[src/rtl/sfdw_pkg.sv]
// Package with format codes and special result patterns for the small-float widener.
package sfdw_pkg;
  localparam logic [1:0] FMT_S143 = 2'd0;
  localparam logic [1:0] FMT_U44  = 2'd1;
  localparam logic [1:0] FMT_HALF = 2'd2;

  localparam logic [0:0] REG_FORMAT_A = 1'b0;
  localparam logic [0:0] REG_FORMAT_B = 1'b1;

  localparam logic [63:0] POS_NAN = 64'h7fff_ffff_ffff_ffff;
  localparam logic [63:0] NEG_NAN = 64'hffff_ffff_ffff_ffff;
  localparam logic [63:0] POS_INF = 64'h7ff0_0000_0000_0000;
  localparam logic [63:0] NEG_INF = 64'hfff0_0000_0000_0000;

  typedef logic [63:0] dbl_t;
endpackage

[src/rtl/sfdw_conv.sv]
// Combinational conversion of one small-float code to a double bit pattern.
module sfdw_conv
  import sfdw_pkg::*;
(
  input  logic [1:0]  fmt,
  input  logic [15:0] raw,
  output dbl_t        dbl
);
  logic [3:0]  lz;
  logic [9:0]  mn;
  logic [10:0] ex;
  logic [19:0] fr;

  // Leading-zero count of the 10-bit half mantissa; small formats are left-aligned into it.
  always_comb begin
    lz = 4'd0;
    mn = 10'd0;
    ex = 11'd0;
    fr = 20'd0;
    dbl = 64'd0;
    case (fmt)
      FMT_S143: begin
        if (raw[7:0] == 8'h7f) dbl = POS_NAN;
        else if (raw[7:0] == 8'hff) dbl = NEG_NAN;
        else if (raw[6:0] == 7'd0) dbl = {raw[7], 63'd0};
        else if (raw[6:3] != 4'd0) begin
          ex  = 11'd1016 + {7'd0, raw[6:3]};
          dbl = {raw[7], ex, raw[2:0], 49'd0};
        end else begin
          if (raw[2]) lz = 4'd0; else if (raw[1]) lz = 4'd1; else lz = 4'd2;
          mn  = {raw[2:0], 7'd0} << (lz + 4'd1);
          ex  = 11'd1016 - {7'd0, lz};
          dbl = {raw[7], ex, mn[9:7], 49'd0};
        end
      end
      FMT_U44: begin
        if (raw[7:0] == 8'hff) dbl = POS_NAN;
        else if (raw[7:0] == 8'h00) dbl = 64'd0;
        else if (raw[7:4] != 4'd0) begin
          ex  = 11'd1016 + {7'd0, raw[7:4]};
          dbl = {1'b0, ex, raw[3:0], 48'd0};
        end else begin
          if (raw[3]) lz = 4'd0; else if (raw[2]) lz = 4'd1;
          else if (raw[1]) lz = 4'd2; else lz = 4'd3;
          mn  = {raw[3:0], 6'd0} << (lz + 4'd1);
          ex  = 11'd1016 - {7'd0, lz};
          dbl = {1'b0, ex, mn[9:6], 48'd0};
        end
      end
      FMT_HALF: begin
        if (raw[14:10] == 5'd31) begin
          if (raw[9:0] == 10'd0) dbl = raw[15] ? NEG_INF : POS_INF;
          else dbl = raw[15] ? NEG_NAN : POS_NAN;
        end else if (raw[14:0] == 15'd0) dbl = {raw[15], 63'd0};
        else if (raw[14:10] != 5'd0) begin
          ex  = 11'd1008 + {6'd0, raw[14:10]};
          dbl = {raw[15], ex, raw[9:0], 42'd0};
        end else begin
          for (int i = 0; i < 10; i++) if (raw[i]) lz = 4'(9 - i);
          mn  = raw[9:0] << (lz + 4'd1);
          fr  = {mn, 10'd0};
          ex  = 11'd1008 - {7'd0, lz};
          dbl = {raw[15], ex, fr, 32'd0};
        end
      end
      default: dbl = 64'd0;
    endcase
  end
endmodule

[src/rtl/small_float_to_double_widener.sv]
// Top level of the small-float to double widener: stream ports, format registers, output stage.
//
// Each input item carries a raw small-float code and a selector that picks configured
// format A or B (signed 1.4.3, unsigned 4.4 or IEEE half); the result item is the exact
// IEEE double bit pattern. Conversion is one pass of combinational logic into the output
// register; an item is accepted when that register can take it and its result appears in
// the cycle after, one item per cycle at most. Format registers are written through the
// cfg port; the user must do so only while the block is idle, which it does not enforce.
module small_float_to_double_widener
  import sfdw_pkg::*;
(
  input  logic        clk,
  input  logic        rst_n,
  input  logic        cfg_we,
  input  logic [0:0]  cfg_index,
  input  logic [1:0]  cfg_wdata,
  input  logic        in_tvalid,
  output logic        in_tready,
  input  logic [15:0] in_tdata,   // raw_value[15:0]
  input  logic        in_tuser,   // func
  output logic        out_tvalid,
  input  logic        out_tready,
  output logic [63:0] out_tdata   // double_bits[63:0]
);
  logic [1:0] fmt_a_r, fmt_b_r, fmt_sel;
  logic       vld_r;
  dbl_t       dat_r, conv;

  // The output register refills whenever it is empty or being drained.
  assign in_tready  = !vld_r || out_tready;
  assign out_tvalid = vld_r;
  assign out_tdata  = dat_r;
  assign fmt_sel    = in_tuser ? fmt_b_r : fmt_a_r;

  sfdw_conv u_conv (.fmt(fmt_sel), .raw(in_tdata), .dbl(conv));

  always_ff @(posedge clk) begin
    if (!rst_n) begin
      fmt_a_r <= FMT_S143;
      fmt_b_r <= FMT_S143;
      vld_r   <= 1'b0;
    end else begin
      if (cfg_we && cfg_index == REG_FORMAT_A) fmt_a_r <= cfg_wdata;
      if (cfg_we && cfg_index == REG_FORMAT_B) fmt_b_r <= cfg_wdata;
      if (in_tready) vld_r <= in_tvalid;
    end
  end

  always_ff @(posedge clk) begin
    if (in_tready && in_tvalid) dat_r <= conv;
  end

  a_hold: assert property (@(posedge clk) disable iff (!rst_n)
    out_tvalid && !out_tready |=> out_tvalid && $stable(out_tdata)) else $error("hold");
  a_fill: assert property (@(posedge clk) disable iff (!rst_n)
    in_tvalid && in_tready |=> out_tvalid) else $error("fill");
  a_rdy: assert property (@(posedge clk) disable iff (!rst_n)
    !out_tvalid |-> in_tready) else $error("ready");
endmodule
[config.mk]
export PLATFORM = sky130hd
export DESIGN_NAME = small_float_to_double_widener
export DESIGN_NICKNAME = d
export VERILOG_FILES = /design/src/rtl/sfdw_pkg.sv /design/src/rtl/sfdw_conv.sv /design/src/rtl/small_float_to_double_widener.sv
export SDC_FILE = /design/constraint.sdc
export NUM_CORES = 1
export LEC_CHECK = 0
export BUFFER_PORTS_ARGS = -buffer_cell sky130_fd_sc_hd__buf_4
export CAP_MARGIN = 10
export CORE_AREA = 2 2 94 96
export CTS_CLUSTER_SIZE = 14
export DETAILED_ROUTE_END_ITERATION = 8
export DIE_AREA = 0 0 96 98
export PLACE_DENSITY = 0.8
export SKIP_LAST_GASP = 1
export SYNTH_ARGS = -nofsm -noshare
export SYNTH_HDL_FRONTEND = slang
export SYNTH_HIERARCHICAL = 1
export SYNTH_SLANG_ARGS = --single-unit
export TNS_END_PERCENT = 30
[constraint.sdc]
create_clock -name clk -period 3.85 [get_ports clk]
set_input_delay 0.385 -clock clk [delete_from_list [all_inputs] [get_ports clk]]
set_output_delay 0.385 -clock clk [all_outputs]
set_load 0.05 [all_outputs]
==> impl_metrics.json <==
{
  "seqPwrFrac": 0.436,
  "cp.arrival_ns": 2.80,
  "slowest_delay_ns": 0.42,
  "route.met2.wl_mm": 4.19,
  "route.vias.total": 3327,
  "path_common_cell": "buf_4",
  "p_switching_w": 0.000590,
  "syn_area_per_cell_sq_um": 10.1,
  "postRouteAntennaNets": 0,
  "cts.clk_slew.worst_paths_ns": 0.07,
  "power_density_nw_per_um2": 420,
  "num_rows": 34,
  "wl_per_cell_um": 17.0,
  "cp-end-kind": "flip-flop",
  "area_growth_pct": 16.0,
  "worst-setup-path-type": "primary input to flip-flop",
  "dr.pass1.iters": 5,
  "die_area_sq_um": 9410,
  "ios": 91,
  "ys_warn_count": 6,
  "worstMarginPinSlew_ns": 0.789,
  "outcome": "finished, final reports clean",
  "globalplace.congestion": 0.943,
  "synth_edf_count": 64,
  "required_ns": 3.92,
  "tritoncts": "done",
  "grt_max_degree": 44,
  "routed.top_layer": "met4",
  "leakage_nw": 1.90,
  "finalSetupTns_ns": 0,
  "clockRootBuffer": "clkbuf_8",
  "worst_path_max_delay_cell": "a211oi_1",
  "clk_latency_ns": 0.33,
  "yosys.area.top_type": "edfxtp_1",
  "syn-num-nets": 444,
  "core_area_sq_um": 8470,
  "slew-limit-headroom": 0.469,
  "maxCapViolCount": 0,
  "drt_wl_total_mm": 9.52,
  "die_width_um": 96,
  "post_cts_resized": 0,
  "timing.final.hold_violations": 0,
  "grt_usage": 0.204,
  "syn_inst": 413,
  "crit_chain": "buf_4 -> nor2b_1 -> a211oi_1 -> o21ai_1 -> ha_1 -> buf_4 -> a221oi_1 -> a32oi_1 -> o211ai_1 -> a21oi_1",
  "period_minus_slack_ns": 2.72,
  "holdPathEnd": "out_tvalid$_SDFFE_PN0P_",
  "fmax_mhz": 367,
  "pwr-share-comb": 0.229,
  "die_h_um": 98,
  "hold_path_depth": 3,
  "io_buffers": 90,
  "placed_cells": 543,
  "internal_power_w": 0.00144,
  "final-setup-viol-count": 0,
  "fin_nets": 478,
  "cts_hold_buf": 0,
  "r2r-end": "out_tdata[58]$_DFFE_PP_",
  "ctsLongestPathBuffers": 2,
  "syn_area_sq_um": 4160,
  "drt_iter0_markers": 337,
  "synthFlopType": "edfxtp_1",
  "synth_seq_area_share": 0.486,
  "via_per_inst": 5.95,
  "route.detailed.drc": 0,
  "r2r-start": "fmt_b_r[1]$_SDFFE_PN0P_",
  "wl_met1_mm": 3.89,
  "dr_wl_met3_mm": 1.11,
  "hp-class": "primary input to flip-flop",
  "reg2reg_slack_ns": 1.44,
  "synth_seq_cells": 69,
  "cts.sinks": 69,
  "synth_cell_types": 65,
  "peakVddDrop_v": 0.000202,
  "synth_area_leaders": "edfxtp_1 46%, buf_4 8.1%, a21oi_1 3.1%",
  "clkPwrFrac": 0.335,
  "cp_num_buf_inv": 2,
  "grt_overflow": 0,
  "cts_setup_buffers": 0,
  "min_period_over_period": 0.708,
  "htree_levels": 3,
  "layout-drive-gt1-share": 0.275,
  "antenna_cells": 0,
  "worstPathMaxFanout": 22,
  "cp_top_family": "compound AO/OA/AOI/OAI gates",
  "synthArstFlopShare": 0,
  "start_kind": "primary input",
  "instances_no_fill": 559,
  "initial_core_util": 0.492,
  "finClkSkew_ns": 0.00586,
  "critical_path.startpoint": "in_tdata[3]",
  "rsz0062_at_grt": "no",
  "yosys.area.top_type_share": 0.462,
  "final-max-slew-violation-count": 0,
  "p_sw_frac": 0.291,
  "grt_first_pass_wirelength_mm": 14.9,
  "grt_pass1_vias": 2987,
  "cts-buffers-inserted": 9,
  "antenna_found_initial": 0,
  "min_from": "in_tvalid",
  "nFillCells": 711,
  "hpwl_mm": 6.65,
  "r2r_cells": 7
}
## state kept, by name, summed over array words and instances (netlist names)
register and flops:
out_tvalid 1, out_tdata 64, fmt_b_r 2, fmt_a_r 2
## metal layers
| metal | vias up | track usage |
|---|---|---|
| li1 | 1558 | - |
| met3 | 32 | 0.0494 |
| met5 | - | 0 |
| met2 | 236 | 0.295 |
| met4 | 0 | 0.108 |
| met1 | 1501 | 0.281 |
## cell families (layout without fill, tap and decap cells)
logic type / after synthesis / in the layout / synth area share
AND/OR/NAND/NOR: 120 / 120 / 0.150
AO/OA/AOI/OAI: 118 / 118 / 0.193
buffers and inverters: 85 / 123 / 0.118
flip-flops: 69 / 69 / 0.486
multiplexers: 12 / 12 / 0.0295
adder cells (fa/ha/maj): 6 / 6 / 0.0180
XOR/XNOR: 3 / 3 / 0.00631
## area by class of cell
cell class	instances	area, sq um	share of cell area
Clock buffer	9	124	0.0257
Clock inverter	6	113	0.0233
Inverter	13	48.8	0.0101
Multi-Input combinational cell	259	1670	0.345
Sequential cell	69	2020	0.419
Tap cell	108	135	0.0280
Timing Repair Buffer	95	721	0.149
## worst register-to-register path, cell delays in order, from the launching register on
cell and delay (ns):
dfxtp_1 0.31, mux2_2 0.42, nand2b_1 0.25, or3_1 0.38, a21oi_1 0.23, a21oi_1 0.13, o31a_1 0.15, a22oi_1 0.33
## synth_stat cells (all sizes together) (7+ instances only)
library cell,n
a21oi,27
buf,48
clkbuf,24
edfxtp,64
inv,13
mux2i,10
nand2,24
nand2b,8
nor2,28
nor2b,12
nor3,11
o211ai,12
o21ai,29
or3,7
## power by group through the flow
stage	Clock (W)	Combinational, W	Sequential (W)
finish	0.000679	0.000465	0.000885
global route	0.000736	0.000493	0.000889
CTS	0.000698	0.000459	0.000886
detailed placement	0	0.000457	0.000902
global placement	0	0.000455	0.000900
floorplan	0	0.000182	0.00105
## cell usage in the layout, fill, tap and decap left out, drive strengths merged, types with 3 or more instances in the layout
| cell | instances |
|---|---|
| o211ai | 12 |
| a221oi | 3 |
| nor3 | 11 |
| a22oi | 4 |
| or4 | 4 |
| and3 | 3 |
| inv | 13 |
| and2 | 5 |
| nand2b | 8 |
| ha | 6 |
| edfxtp | 64 |
| dfxtp | 5 |
| o21ai | 29 |
| a21oi | 27 |
| nand3 | 5 |
| nor2b | 12 |
| clkbuf | 9 |
| a21o | 5 |
| nor2 | 28 |
| clkinv | 3 |
| bufinv | 3 |
| o21a | 5 |
| nand4 | 6 |
| a31oi | 3 |
| o2111ai | 3 |
| mux2i | 10 |
| nand2 | 24 |
| o31ai | 3 |
| a211oi | 3 |
| buf | 95 |
| or3 | 7 |
## metrics by stage
stage	hold slack [ns]	instance area, sq um	util	setup WS, ns	power, W
global placement	0.444	4580	0.541	0.933	0.00135
floorplan	0.432	4170	-	0.780	0.00123
finish	0.334	4830	0.570	1.13	0.00203
CTS	0.324	4810	0.569	1.17	0.00204
global route	0.343	4830	0.570	0.927	0.00212
detailed placement	0.454	4580	0.541	0.823	0.00136
## worst max path at each step
stage / to / slack [ns] / cells after the start
finish: out_tdata[48]$_DFFE_PP_ / 1.13 / 10
CTS: out_tdata[48]$_DFFE_PP_ / 1.17 / 10
detailed placement: out_tdata[48]$_DFFE_PP_ / 0.82 / 10
global route: out_tdata[50]$_DFFE_PP_ / 0.93 / 11
global placement: out_tdata[48]$_DFFE_PP_ / 0.93 / 10
floorplan: out_tdata[0]$_DFFE_PP_ / 0.78 / 4
(Power assumes the default switching activity.)
